--- src/multilevel_priority_ready_queue_core_macros.svh ---
// Assertion macros shared by the ready queue RTL.
`ifndef MULTILEVEL_PRIORITY_READY_QUEUE_CORE_MACROS_SVH
`define MULTILEVEL_PRIORITY_READY_QUEUE_CORE_MACROS_SVH
`ifndef SYNTH
// Property that must hold at every clock edge outside reset.
`define MPRQ_ASSERT(lbl, clk, rst_n, prop, msg) \
    lbl: assert property (@(posedge clk) disable iff (!rst_n) (prop)) else $error(msg);
// When the antecedent holds, the consequent must hold in the next cycle.
`define MPRQ_ASSERT_NEXT(lbl, clk, rst_n, ante, cons, msg) \
    lbl: assert property (@(posedge clk) disable iff (!rst_n) (ante) |=> (cons)) else $error(msg);
`else
`define MPRQ_ASSERT(lbl, clk, rst_n, prop, msg)
`define MPRQ_ASSERT_NEXT(lbl, clk, rst_n, ante, cons, msg)
`endif
`endif

--- src/mprq_pkg.sv ---
// Types, sizes and codes shared by the ready queue modules.
`default_nettype none

package mprq_pkg;

    // Sizes of the queue.
    localparam int LEVELS  = 8;
    localparam int PROCS   = 16;
    localparam int LEVEL_W = (LEVELS > 1) ? $clog2(LEVELS) : 1;
    localparam int PROC_W  = (PROCS > 1) ? $clog2(PROCS) : 1;

    // Internal index types.
    typedef logic [LEVEL_W-1:0] level_idx_t;
    typedef logic [PROC_W-1:0]  proc_idx_t;

    // Field types of the request and result.
    typedef logic [1:0] req_code_t;
    typedef logic [1:0] status_code_t;
    typedef logic [3:0] proc_fld_t;
    typedef logic [2:0] prio_fld_t;
    typedef logic [3:0] top_lvl_t;

    // Request codes.
    localparam req_code_t REQ_ENQUEUE = 2'd0;
    localparam req_code_t REQ_DEQUEUE = 2'd1;
    localparam req_code_t REQ_REMOVE  = 2'd2;
    localparam req_code_t REQ_QUERY   = 2'd3;

    // Status codes.
    localparam status_code_t ST_DONE   = 2'd0;
    localparam status_code_t ST_EMPTY  = 2'd1;
    localparam status_code_t ST_DUP    = 2'd2;
    localparam status_code_t ST_ABSENT = 2'd3;

    // Top level reported when every level is empty.
    localparam top_lvl_t TOP_EMPTY = top_lvl_t'(LEVELS);

    // One request.
    typedef struct packed {
        req_code_t req_type;
        proc_fld_t proc_id;
        prio_fld_t prio_level;
    } req_t;

    // One result.
    typedef struct packed {
        status_code_t status;
        proc_fld_t    out_proc;
        logic         is_queued;
        top_lvl_t     top_level;
    } rsp_t;

    // Registered request handed to the list logic.
    typedef struct packed {
        logic valid;
        req_t req;
    } cmd_t;

endpackage

`default_nettype wire

--- src/mprq_prio_enc.sv ---
// Priority encoder that finds the lowest-numbered non-empty level.
`default_nettype none

module mprq_prio_enc (
    input  wire logic [mprq_pkg::LEVELS-1:0] nonempty,
    output mprq_pkg::level_idx_t             idx,
    output logic                             any
);

    // Scan from the least urgent level down so the most urgent one wins.
    always_comb
    begin
        idx = '0;
        for (int i = mprq_pkg::LEVELS - 1; i >= 0; i--)
        begin
            if (nonempty[i])
            begin
                idx = mprq_pkg::level_idx_t'(i);
            end
        end
    end

    assign any = |nonempty;

endmodule

`default_nettype wire

--- src/mprq_lists.sv ---
// Per-level linked lists of processes, updated by one request per cycle.
`default_nettype none
`include "multilevel_priority_ready_queue_core_macros.svh"

module mprq_lists (
    input  wire logic           clk,
    input  wire logic           rst_n,
    input  wire mprq_pkg::cmd_t cmd,
    output mprq_pkg::rsp_t      rsp
);

    // List storage. Only the valid bits are reset.
    logic [mprq_pkg::LEVELS-1:0] nonempty_reg, nonempty_next;
    logic [mprq_pkg::PROCS-1:0]  queued_flag_reg, queued_flag_next;
    mprq_pkg::proc_idx_t  head_reg      [mprq_pkg::LEVELS];
    mprq_pkg::proc_idx_t  tail_reg      [mprq_pkg::LEVELS];
    mprq_pkg::proc_idx_t  next_link_reg [mprq_pkg::PROCS];
    mprq_pkg::proc_idx_t  prev_link_reg [mprq_pkg::PROCS];
    mprq_pkg::level_idx_t held_level_reg[mprq_pkg::PROCS];

    // Request decode.
    logic                 pid_ok;
    logic                 p_queued;
    mprq_pkg::proc_idx_t  p_idx;
    mprq_pkg::level_idx_t enq_lv;
    mprq_pkg::level_idx_t top_idx;
    logic                 top_any;
    mprq_pkg::level_idx_t lv;
    mprq_pkg::proc_idx_t  u_idx;
    logic                 do_append;
    logic                 do_unlink;
    logic                 is_deq;

    // Values read from the lists.
    mprq_pkg::proc_idx_t lv_head;
    mprq_pkg::proc_idx_t lv_tail;
    mprq_pkg::proc_idx_t u_next;
    mprq_pkg::proc_idx_t u_prev;
    logic                is_head;
    logic                is_tail;

    // Write ports.
    logic                 next_we, prev_we, head_we, tail_we, held_we;
    mprq_pkg::proc_idx_t  next_wa, next_wd, prev_wa, prev_wd, head_wd, tail_wd;

    // Level state after this request.
    mprq_pkg::level_idx_t top_next_idx;
    logic                 top_next_any;

    assign pid_ok   = int'(cmd.req.proc_id) < mprq_pkg::PROCS;
    assign p_idx    = pid_ok ? mprq_pkg::proc_idx_t'(cmd.req.proc_id) : '0;
    assign p_queued = pid_ok && queued_flag_reg[p_idx];
    assign enq_lv   = (int'(cmd.req.prio_level) >= mprq_pkg::LEVELS)
                    ? mprq_pkg::level_idx_t'(mprq_pkg::LEVELS - 1)
                    : mprq_pkg::level_idx_t'(cmd.req.prio_level);
    assign is_deq   = (cmd.req.req_type == mprq_pkg::REQ_DEQUEUE);

    // Most urgent level before the request, used by dequeue.
    mprq_prio_enc u_enc_cur (
        .nonempty (nonempty_reg),
        .idx      (top_idx),
        .any      (top_any)
    );

    // Select the level the request works on.
    always_comb
    begin
        unique case (cmd.req.req_type)
            mprq_pkg::REQ_ENQUEUE: lv = enq_lv;
            mprq_pkg::REQ_DEQUEUE: lv = top_idx;
            mprq_pkg::REQ_REMOVE:  lv = held_level_reg[p_idx];
            mprq_pkg::REQ_QUERY:   lv = held_level_reg[p_idx];
            default:               lv = held_level_reg[p_idx];
        endcase
    end

    // Dequeue unlinks the head of the top level, remove unlinks the given process.
    assign lv_head = head_reg[lv];
    assign lv_tail = tail_reg[lv];
    assign u_idx   = is_deq ? lv_head : p_idx;
    assign u_next  = next_link_reg[u_idx];
    assign u_prev  = prev_link_reg[u_idx];
    assign is_head = (lv_head == u_idx);
    assign is_tail = (lv_tail == u_idx);

    assign do_append = cmd.valid && (cmd.req.req_type == mprq_pkg::REQ_ENQUEUE)
                     && pid_ok && !p_queued;
    assign do_unlink = cmd.valid
                     && ((is_deq && top_any)
                         || ((cmd.req.req_type == mprq_pkg::REQ_REMOVE) && p_queued));

    // Write ports of the link and end tables.
    always_comb
    begin
        next_we = 1'b0;
        next_wa = lv_tail;
        next_wd = p_idx;
        prev_we = 1'b0;
        prev_wa = p_idx;
        prev_wd = lv_tail;
        head_we = 1'b0;
        head_wd = p_idx;
        tail_we = 1'b0;
        tail_wd = p_idx;
        held_we = do_append;
        nonempty_next    = nonempty_reg;
        queued_flag_next = queued_flag_reg;
        if (do_append)
        begin
            queued_flag_next[p_idx] = 1'b1;
            tail_we = 1'b1;
            if (nonempty_reg[lv])
            begin
                next_we = 1'b1;
                prev_we = 1'b1;
            end
            else
            begin
                head_we = 1'b1;
                nonempty_next[lv] = 1'b1;
            end
        end
        else if (do_unlink)
        begin
            queued_flag_next[u_idx] = 1'b0;
            priority if (is_head && is_tail)
            begin
                nonempty_next[lv] = 1'b0;
            end
            else if (is_head)
            begin
                head_we = 1'b1;
                head_wd = u_next;
            end
            else if (is_tail)
            begin
                tail_we = 1'b1;
                tail_wd = u_prev;
            end
            else
            begin
                next_we = 1'b1;
                next_wa = u_prev;
                next_wd = u_next;
                prev_we = 1'b1;
                prev_wa = u_next;
                prev_wd = u_prev;
            end
        end
    end

    // Valid bits.
    always_ff @(posedge clk or negedge rst_n)
    begin
        if (!rst_n)
        begin
            nonempty_reg    <= '0;
            queued_flag_reg <= '0;
        end
        else
        begin
            nonempty_reg    <= nonempty_next;
            queued_flag_reg <= queued_flag_next;
        end
    end

    // Link and end tables, meaningful only under their valid bits.
    always_ff @(posedge clk)
    begin
        if (next_we)
        begin
            next_link_reg[next_wa] <= next_wd;
        end
        if (prev_we)
        begin
            prev_link_reg[prev_wa] <= prev_wd;
        end
        if (head_we)
        begin
            head_reg[lv] <= head_wd;
        end
        if (tail_we)
        begin
            tail_reg[lv] <= tail_wd;
        end
        if (held_we)
        begin
            held_level_reg[p_idx] <= lv;
        end
    end

    // Most urgent level after the request.
    mprq_prio_enc u_enc_next (
        .nonempty (nonempty_next),
        .idx      (top_next_idx),
        .any      (top_next_any)
    );

    // Result of the request.
    always_comb
    begin
        rsp.status = mprq_pkg::ST_DONE;
        unique case (cmd.req.req_type)
            mprq_pkg::REQ_ENQUEUE:
            begin
                if (p_queued)
                begin
                    rsp.status = mprq_pkg::ST_DUP;
                end
            end
            mprq_pkg::REQ_DEQUEUE:
            begin
                if (!top_any)
                begin
                    rsp.status = mprq_pkg::ST_EMPTY;
                end
            end
            mprq_pkg::REQ_REMOVE:
            begin
                if (!p_queued)
                begin
                    rsp.status = mprq_pkg::ST_ABSENT;
                end
            end
            mprq_pkg::REQ_QUERY:
            begin
                rsp.status = mprq_pkg::ST_DONE;
            end
            default:
            begin
                rsp.status = mprq_pkg::ST_DONE;
            end
        endcase
        rsp.out_proc  = (is_deq && top_any) ? mprq_pkg::proc_fld_t'(u_idx) : '0;
        rsp.is_queued = pid_ok && queued_flag_next[p_idx];
        rsp.top_level = top_next_any ? mprq_pkg::top_lvl_t'(top_next_idx)
                                     : mprq_pkg::TOP_EMPTY;
    end

    // Some process is queued exactly when some level is non-empty.
    `MPRQ_ASSERT(a_flags_agree, clk, rst_n, (|queued_flag_reg) == (|nonempty_reg), "queued flags and level bits disagree")
    // An accepted enqueue leaves the process queued.
    `MPRQ_ASSERT_NEXT(a_enq_sets, clk, rst_n, do_append, queued_flag_reg[$past(p_idx)], "enqueued process is not queued")
    // A dequeue from a non-empty queue leaves the taken process unqueued.
    `MPRQ_ASSERT_NEXT(a_deq_clears, clk, rst_n, do_unlink && is_deq, !queued_flag_reg[$past(u_idx)], "dequeued process is still queued")

endmodule

`default_nettype wire

--- src/multilevel_priority_ready_queue_core.sv ---
// Top level of the multilevel priority ready queue.
//
// Usage:
//   A request (enqueue, dequeue, remove or query) is presented on req and
//   taken at a rising edge where start is high and busy is low. busy stays
//   low, so a request may be taken at every edge.
//   Each request gives one result on rsp, marked by done for exactly one
//   cycle. The receiver cannot stall: a result must be taken in that cycle.
// Pipeline and throughput:
//   A taken request is held in the input register, runs through the list
//   logic and is stored in the result register, which drives done and rsp.
//   One request per cycle is sustained. The cycle time is set by the
//   dequeue path: level priority encoder, head table read, link table
//   read and the head table write-back.
// Reset:
//   rst_n clears every level and every queued flag, so the queue starts
//   empty; no request or result is in flight after reset.
`default_nettype none
`include "multilevel_priority_ready_queue_core_macros.svh"

module multilevel_priority_ready_queue_core (
    input  wire logic           clk,
    input  wire logic           rst_n,
    input  wire logic           start,
    output logic                busy,
    input  wire mprq_pkg::req_t req,
    output logic                done,
    output mprq_pkg::rsp_t      rsp
);

    logic            req_valid_reg, req_valid_next;
    mprq_pkg::req_t  req_reg;
    logic            done_reg;
    mprq_pkg::rsp_t  rsp_reg, rsp_next;
    mprq_pkg::cmd_t  cmd;

    // The block takes a request in every cycle.
    assign busy           = 1'b0;
    assign req_valid_next = start && !busy;

    // Input register.
    always_ff @(posedge clk or negedge rst_n)
    begin
        if (!rst_n)
        begin
            req_valid_reg <= 1'b0;
        end
        else
        begin
            req_valid_reg <= req_valid_next;
        end
    end

    always_ff @(posedge clk)
    begin
        if (req_valid_next)
        begin
            req_reg <= req;
        end
    end

    assign cmd.valid = req_valid_reg;
    assign cmd.req   = req_reg;

    // List state and request logic.
    mprq_lists u_lists (
        .clk   (clk),
        .rst_n (rst_n),
        .cmd   (cmd),
        .rsp   (rsp_next)
    );

    // Result register.
    always_ff @(posedge clk or negedge rst_n)
    begin
        if (!rst_n)
        begin
            done_reg <= 1'b0;
        end
        else
        begin
            done_reg <= req_valid_reg;
        end
    end

    always_ff @(posedge clk)
    begin
        if (req_valid_reg)
        begin
            rsp_reg <= rsp_next;
        end
    end

    assign done = done_reg;
    assign rsp  = rsp_reg;

    // An empty dequeue leaves every level empty.
    `MPRQ_ASSERT(a_empty_top, clk, rst_n, done_reg && (rsp_reg.status == mprq_pkg::ST_EMPTY) |-> rsp_reg.top_level == mprq_pkg::TOP_EMPTY, "empty dequeue with a non-empty level")
    // Only a successful dequeue reports a process.
    `MPRQ_ASSERT(a_proc_zero, clk, rst_n, done_reg && (rsp_reg.status != mprq_pkg::ST_DONE) |-> rsp_reg.out_proc == '0, "process reported on a failed request")
    // A duplicate enqueue means the process is queued somewhere.
    `MPRQ_ASSERT(a_dup_queued, clk, rst_n, done_reg && (rsp_reg.status == mprq_pkg::ST_DUP) |-> rsp_reg.is_queued && (rsp_reg.top_level != mprq_pkg::TOP_EMPTY), "duplicate enqueue of an unqueued process")

endmodule

`default_nettype wire

--- config.mk ---
export PLATFORM = sky130hd
export DESIGN_NAME = multilevel_priority_ready_queue_core
export DESIGN_NICKNAME = d
export VERILOG_FILES = /design/src/mprq_pkg.sv /design/src/mprq_prio_enc.sv /design/src/mprq_lists.sv /design/src/multilevel_priority_ready_queue_core.sv
export VERILOG_INCLUDE_DIRS = /design/src /design/src/src
export SDC_FILE = /design/constraint.sdc
export NUM_CORES = 1
export LEC_CHECK = 0
export BUFFER_PORTS_ARGS = -buffer_cell sky130_fd_sc_hd__buf_2
export CELL_PAD_IN_SITES_DETAIL_PLACEMENT = 1
export CELL_PAD_IN_SITES_GLOBAL_PLACEMENT = 1
export CORE_MARGIN = 2
export CORE_UTILIZATION = 51
export DETAILED_ROUTE_END_ITERATION = 6
export GPL_TIMING_DRIVEN = 0
export MAX_ROUTING_LAYER = met4
export PLACE_DENSITY_LB_ADDON = 0.1
export SYNTH_ARGS = -nofsm -noshare
export SYNTH_HDL_FRONTEND = slang
export SYNTH_SLANG_ARGS = --single-unit
--- constraint.sdc ---
create_clock -name clk -period 9.3 [get_ports clk]
set_clock_uncertainty 0.1 [all_clocks]
set_input_delay 2.325 -clock clk [delete_from_list [all_inputs] [get_ports clk]]
set_output_delay 2.325 -clock clk [all_outputs]
set_load 0.02 [all_outputs]
==> results.md <==
Status:
- The run finished with clean final reports.

GRT:
- Entering global routing, the biggest net connects 27 pins.
- The global routing usage summed across all routing layers is 0.2807.
- The global-route wire length before repair is 57470 um.
- Global routing finished with a remaining overflow of 0.
- The number of global-route vias before repair is 9159.
- The initial antenna violation count came to 0.

STA:
- The final count of pins violating max slew came to 0.
- The hold violation total from the final report is 0.
- The portion of the clock cycle consumed by the worst path in the final layout is 0.6879.
- The final sum of negative setup slack is 0 ns.
- The final count of negative-setup-slack endpoints is 0.
- Subtracting the final worst setup slack from the clock period gives between 6 and 7 ns.
- Setup repair after global routing left no endpoint under its margin.
- Static timing analysis puts the maximum clock frequency at between 0.15 and 0.2 GHz.
- For the pin with the worst max-slew slack, the measured transition is around 1.3 ns.
- The normalized max-slew margin is 0.1466.
- Setup slack closes at 2.903 ns.

Clock network:
- TritonCTS built the clock tree.
- In this run the number of H-tree levels came out at 1.
- The number of buffers created by CTS is 31.
- The root buffer cell chosen for the clock tree is sky130_fd_sc_hd__clkbuf_16.
- The setup fix buffers added after clock tree synthesis is 0.
- At the later pin of the worst-skew pair, clock insertion delay measures 0.57 ns.
- In this run the deepest clock path goes through 3 buffers.
- The number of gates given a new drive strength after cts is 0.
- The number of hold buffers added after cts is 0.
- Clock-pin slew was measured on the worst setup and hold paths at 0.06 ns.
- The clock sink count is between 200 and 300.

Logic synthesis:
- The share of synthesized area occupied by flip-flops and latches is 0.6307.
- The fraction of registers with async set or reset after synthesis is 0.08966.
- Of the total synthesized cell area, the portion taken by XOR and XNOR cells is 0.005176.
- The post-synthesis sequential element count is 290.
- Of the total synthesized cell area, the portion taken by full adders, half adders and majority gates is 0.
- The gate count of the mapped netlist is approximately 960.
- The count of flip-flops with a built-in enable after synthesis is 260.
- The share of the synthesized area in compound gates (AO/OA/AOI/OAI) came to 0.1070.
- Of the total synthesized cell area, the portion taken by AND, OR, NAND and NOR gates is 0.1046.
- The count of different cell masters after synthesis is 93.
- The synthesized net count is 968.
- In the synthesized netlist the dominant register cell turns out to be sky130_fd_sc_hd__edfxtp_1.
- The cell area that synthesis handed to floorplanning was between 10000 and 15000 um^2.
- Measured against the total synthesized area, the mux share comes to 0.1175.
- During synthesis, Yosys emitted a total of 0 warnings.
- A synthesized cell averages 14.16 um^2.
- By area, the combinational part of the netlist is dominated by multiplexers.

Critical path:
- The startpoint type of the worst setup path is a flip-flop.
- The start-to-end type of the worst setup path is reg -> reg.
- The maximum fanout along the worst path is 20.
- At the worst endpoint, the required time is between 9 and 10 ns.
- At the worst endpoint, the arrival time is 6.49 ns.
- STA classifies the critical path endpoint as a flip-flop.

Pwr:
- Power spread over the standard cell area amounts to approximately 260 nW/um^2.
- The net load switching power is between 1 and 1.5 mW.
- Cell internal power was estimated by the tool at 2.689 mW.
- The fraction of power consumed by the clock network is 0.323.
- Of the total power, registers draw 0.414.
- Of the total power, the share spent switching nets is 0.3198.
- The maximum ir drop on the vdd rail is between 0.00015 and 0.0002 V.
- Total power for the finished layout comes to about 4.0 mW.
- Of the total power, combinational logic draws 0.263.
- The reported leakage power is 5.122 nW.

Die:
- The starting utilization of the core area is 0.5195.
- The number of standard-cell rows in the floorplan is 59.
- The die covers 27860 um^2.
- Measured along the x axis, the die boundary spans 166.9 um.
- 25 I/O pins were placed.
- The total core area is 26060 um^2.
- From bottom edge to top edge, the die measures 166.9 um.

Final layout:
- The sequential cell area is 8538 um^2.
- In the final layout, the multi-input gates occupy 4533 um^2.
- The share of layout cells above drive strength 1 is 0.1871.
- The final net count is 1024.
- The layout overhead on the synthesized area is 11.76%.
- The number of diodes is 0.
- For this run, the number of standard cells in the final layout without fillers is 1372.
- After filler insertion, the fill cell instance count of the layout stands at 2508.

Route:
- For this run, the detailed router's first-pass iteration total came to 5.
- In the routed design, unresolved DRC markers number 0.
- In the final routed layout, each cell accounts on average for 27.26 um.
- For this block, the routed nets add up to roughly 37000 um of wire.
- The total number of vias is 8744.
- The count of nets left with antenna violations once routing finished came out at 0.
- The violation count after the first detailed-routing iteration is 870.
- Dividing the detail-routed via count by the number of cells gives 6.373.

Run:
- Max-cap violations in this run came to 0.

Place:
- Counting tap cells, the placed design contains a total of 1314 instances.
- The half-perimeter wire length after placement is 26280 um.
- The worst setup slack before clock tree synthesis is 2.817 ns.
- In this run the tool buffered the top-level ports with 23 buffer cells.
- The final RePlAce weighted congestion is 0.8568.

Min path:
- The path type of the worst min-delay path is reg -> reg.
## critical path: stages, from the launching register on
cell	delay, ns
sky130_fd_sc_hd__dfxtp_1	0.40
sky130_fd_sc_hd__buf_4	0.24
sky130_fd_sc_hd__mux4_2	0.53
sky130_fd_sc_hd__mux2i_1	0.16
sky130_fd_sc_hd__mux2i_1	0.16
sky130_fd_sc_hd__mux2i_1	0.32
sky130_fd_sc_hd__buf_2	0.37
sky130_fd_sc_hd__a21oi_1	0.11
sky130_fd_sc_hd__o2bb2ai_2	0.23
sky130_fd_sc_hd__o31ai_2	0.92
sky130_fd_sc_hd__buf_4	0.38
sky130_fd_sc_hd__mux4_2	0.38
sky130_fd_sc_hd__a22oi_1	0.16
sky130_fd_sc_hd__nand2_1	0.16
sky130_fd_sc_hd__mux2i_4	0.29
sky130_fd_sc_hd__inv_2	0.26
sky130_fd_sc_hd__nor4_1	0.85
## power groups by stage
stage	clock network (mW)	registers, mW	logic [mW]
finish	1.28	1.64	1.04
global route	1.35	1.64	1.12
global placement	0	1.66	1.00
detailed placement	0	1.66	1.02
CTS	1.30	1.64	1.03
floorplan	0	1.65	0.699
## path summary, 6_finish.rpt
check | startpoint | to | slack [ns] | depth (start not counted)
hold reg to reg | u_lists.queued_flag_reg[13]$_DFF_PN0_ | u_lists.queued_flag_reg[13]$_DFF_PN0_ | 0.43 | 1
min in group asynchronous | rst_n | u_lists.queued_flag_reg[2]$_DFF_PN0_ | 1.72 | 1
hold / removal | u_lists.queued_flag_reg[13]$_DFF_PN0_ | u_lists.queued_flag_reg[13]$_DFF_PN0_ | 0.43 | 1
setup / recovery | flip-flop | u_lists.next_link_reg[14][0]$_DFFE_PP_ | 2.90 | 16
max in group asynchronous | rst_n | u_lists.queued_flag_reg[14]$_DFF_PN0_ | 6.91 | 1
setup reg to reg | flip-flop | u_lists.next_link_reg[14][0]$_DFFE_PP_ | 2.90 | 16
## cell usage in the layout (no fill, tap or decap), types with 6 or more instances in the layout
| cell type | instances |
|---|---|
| sky130_fd_sc_hd__nor2_1 | 87 |
| sky130_fd_sc_hd__and2_1 | 13 |
| sky130_fd_sc_hd__nand2_1 | 66 |
| sky130_fd_sc_hd__a211oi_1 | 8 |
| sky130_fd_sc_hd__buf_2 | 41 |
| sky130_fd_sc_hd__clkbuf_1 | 31 |
| sky130_fd_sc_hd__nand4_1 | 10 |
| sky130_fd_sc_hd__buf_4 | 9 |
| sky130_fd_sc_hd__nor2b_1 | 12 |
| sky130_fd_sc_hd__clkbuf_16 | 31 |
| sky130_fd_sc_hd__a22oi_1 | 8 |
| sky130_fd_sc_hd__o2111ai_1 | 15 |
| sky130_fd_sc_hd__and3_1 | 6 |
| sky130_fd_sc_hd__a31oi_1 | 15 |
| sky130_fd_sc_hd__dfrtp_1 | 26 |
| sky130_fd_sc_hd__xnor2_1 | 8 |
| sky130_fd_sc_hd__mux2_2 | 13 |
| sky130_fd_sc_hd__mux2i_1 | 58 |
| sky130_fd_sc_hd__edfxtp_1 | 260 |
| sky130_fd_sc_hd__nand3_1 | 23 |
| sky130_fd_sc_hd__nor3_1 | 15 |
| sky130_fd_sc_hd__mux4_2 | 32 |
| sky130_fd_sc_hd__inv_1 | 27 |
| sky130_fd_sc_hd__o22a_1 | 8 |
| sky130_fd_sc_hd__clkinv_1 | 7 |
| sky130_fd_sc_hd__a21oi_1 | 28 |
| sky130_fd_sc_hd__o21ai_0 | 14 |
| sky130_fd_sc_hd__nand2b_1 | 15 |
| sky130_fd_sc_hd__o311ai_0 | 16 |
## through the flow
| step | utilization | cell area [um^2] | hold slack, ns |
|---|---|---|---|
| global route | 0.5806 | 15130 | 0.4426 |
| CTS | 0.5804 | 15130 | 0.4232 |
| finish | 0.5806 | 15130 | 0.4266 |
| floorplan | - | 13540 | 0.3722 |
| global placement | 0.5400 | 14070 | 0.3905 |
| detailed placement | 0.5400 | 14070 | 0.4084 |
## cell families after synthesis
| family | after synthesis |
|---|---|
| other | 1 |
| AND/OR/NAND/NOR | 276 |
| flip-flops | 290 |
| buffers and inverters | 93 |
| XOR/XNOR | 8 |
| AO/OA/AOI/OAI | 175 |
| multiplexers | 113 |
## layout make-up
cell class	instances	share of cell area
Clock buffer	38	0.05433
Multi-Input combinational cell	573	0.2996
Timing Repair Buffer	23	0.007608
Tap cell	335	0.02770
Inverter	30	0.007939
Buffer	63	0.02316
Sequential cell	290	0.5643
Clock inverter	20	0.01530
## cell usage after synthesis (9+ instances only)
| cell | n | area [um^2] |
|---|---|---|
| sky130_fd_sc_hd__edfxtp_1 | 260 | 7807 |
| sky130_fd_sc_hd__nor2_1 | 87 | 326.6 |
| sky130_fd_sc_hd__nand2_1 | 66 | 247.7 |
| sky130_fd_sc_hd__mux2i_1 | 58 | 580.6 |
| sky130_fd_sc_hd__mux4_2 | 32 | 720.7 |
| sky130_fd_sc_hd__a21oi_1 | 29 | 145.1 |
| sky130_fd_sc_hd__inv_1 | 27 | 101.4 |
| sky130_fd_sc_hd__clkbuf_1 | 26 | 97.59 |
| sky130_fd_sc_hd__dfrtp_1 | 26 | 650.6 |
| sky130_fd_sc_hd__nand3_1 | 23 | 115.1 |
| sky130_fd_sc_hd__buf_2 | 18 | 90.09 |
| sky130_fd_sc_hd__o311ai_0 | 16 | 140.1 |
| sky130_fd_sc_hd__a31oi_1 | 15 | 93.84 |
| sky130_fd_sc_hd__nand2b_1 | 15 | 93.84 |
| sky130_fd_sc_hd__nor3_1 | 15 | 75.07 |
| sky130_fd_sc_hd__o2111ai_1 | 15 | 131.4 |
| sky130_fd_sc_hd__o21ai_0 | 14 | 70.07 |
| sky130_fd_sc_hd__and2_1 | 13 | 81.33 |
| sky130_fd_sc_hd__mux2_2 | 13 | 146.4 |
| sky130_fd_sc_hd__nor2b_1 | 12 | 75.07 |
| sky130_fd_sc_hd__nand4_1 | 10 | 62.56 |
| sky130_fd_sc_hd__buf_4 | 9 | 67.56 |
## per-layer routing
layer  GRT usage  vias up  part of all wire
li1            -     3865                 -
met1      0.3793     4456              0.43
met2      0.4351      326              0.47
met3     0.04373       97             0.058
met4      0.1019        0             0.039
met5           -        -                 0
No activity file was read; power rests on OpenSTA's default activity.
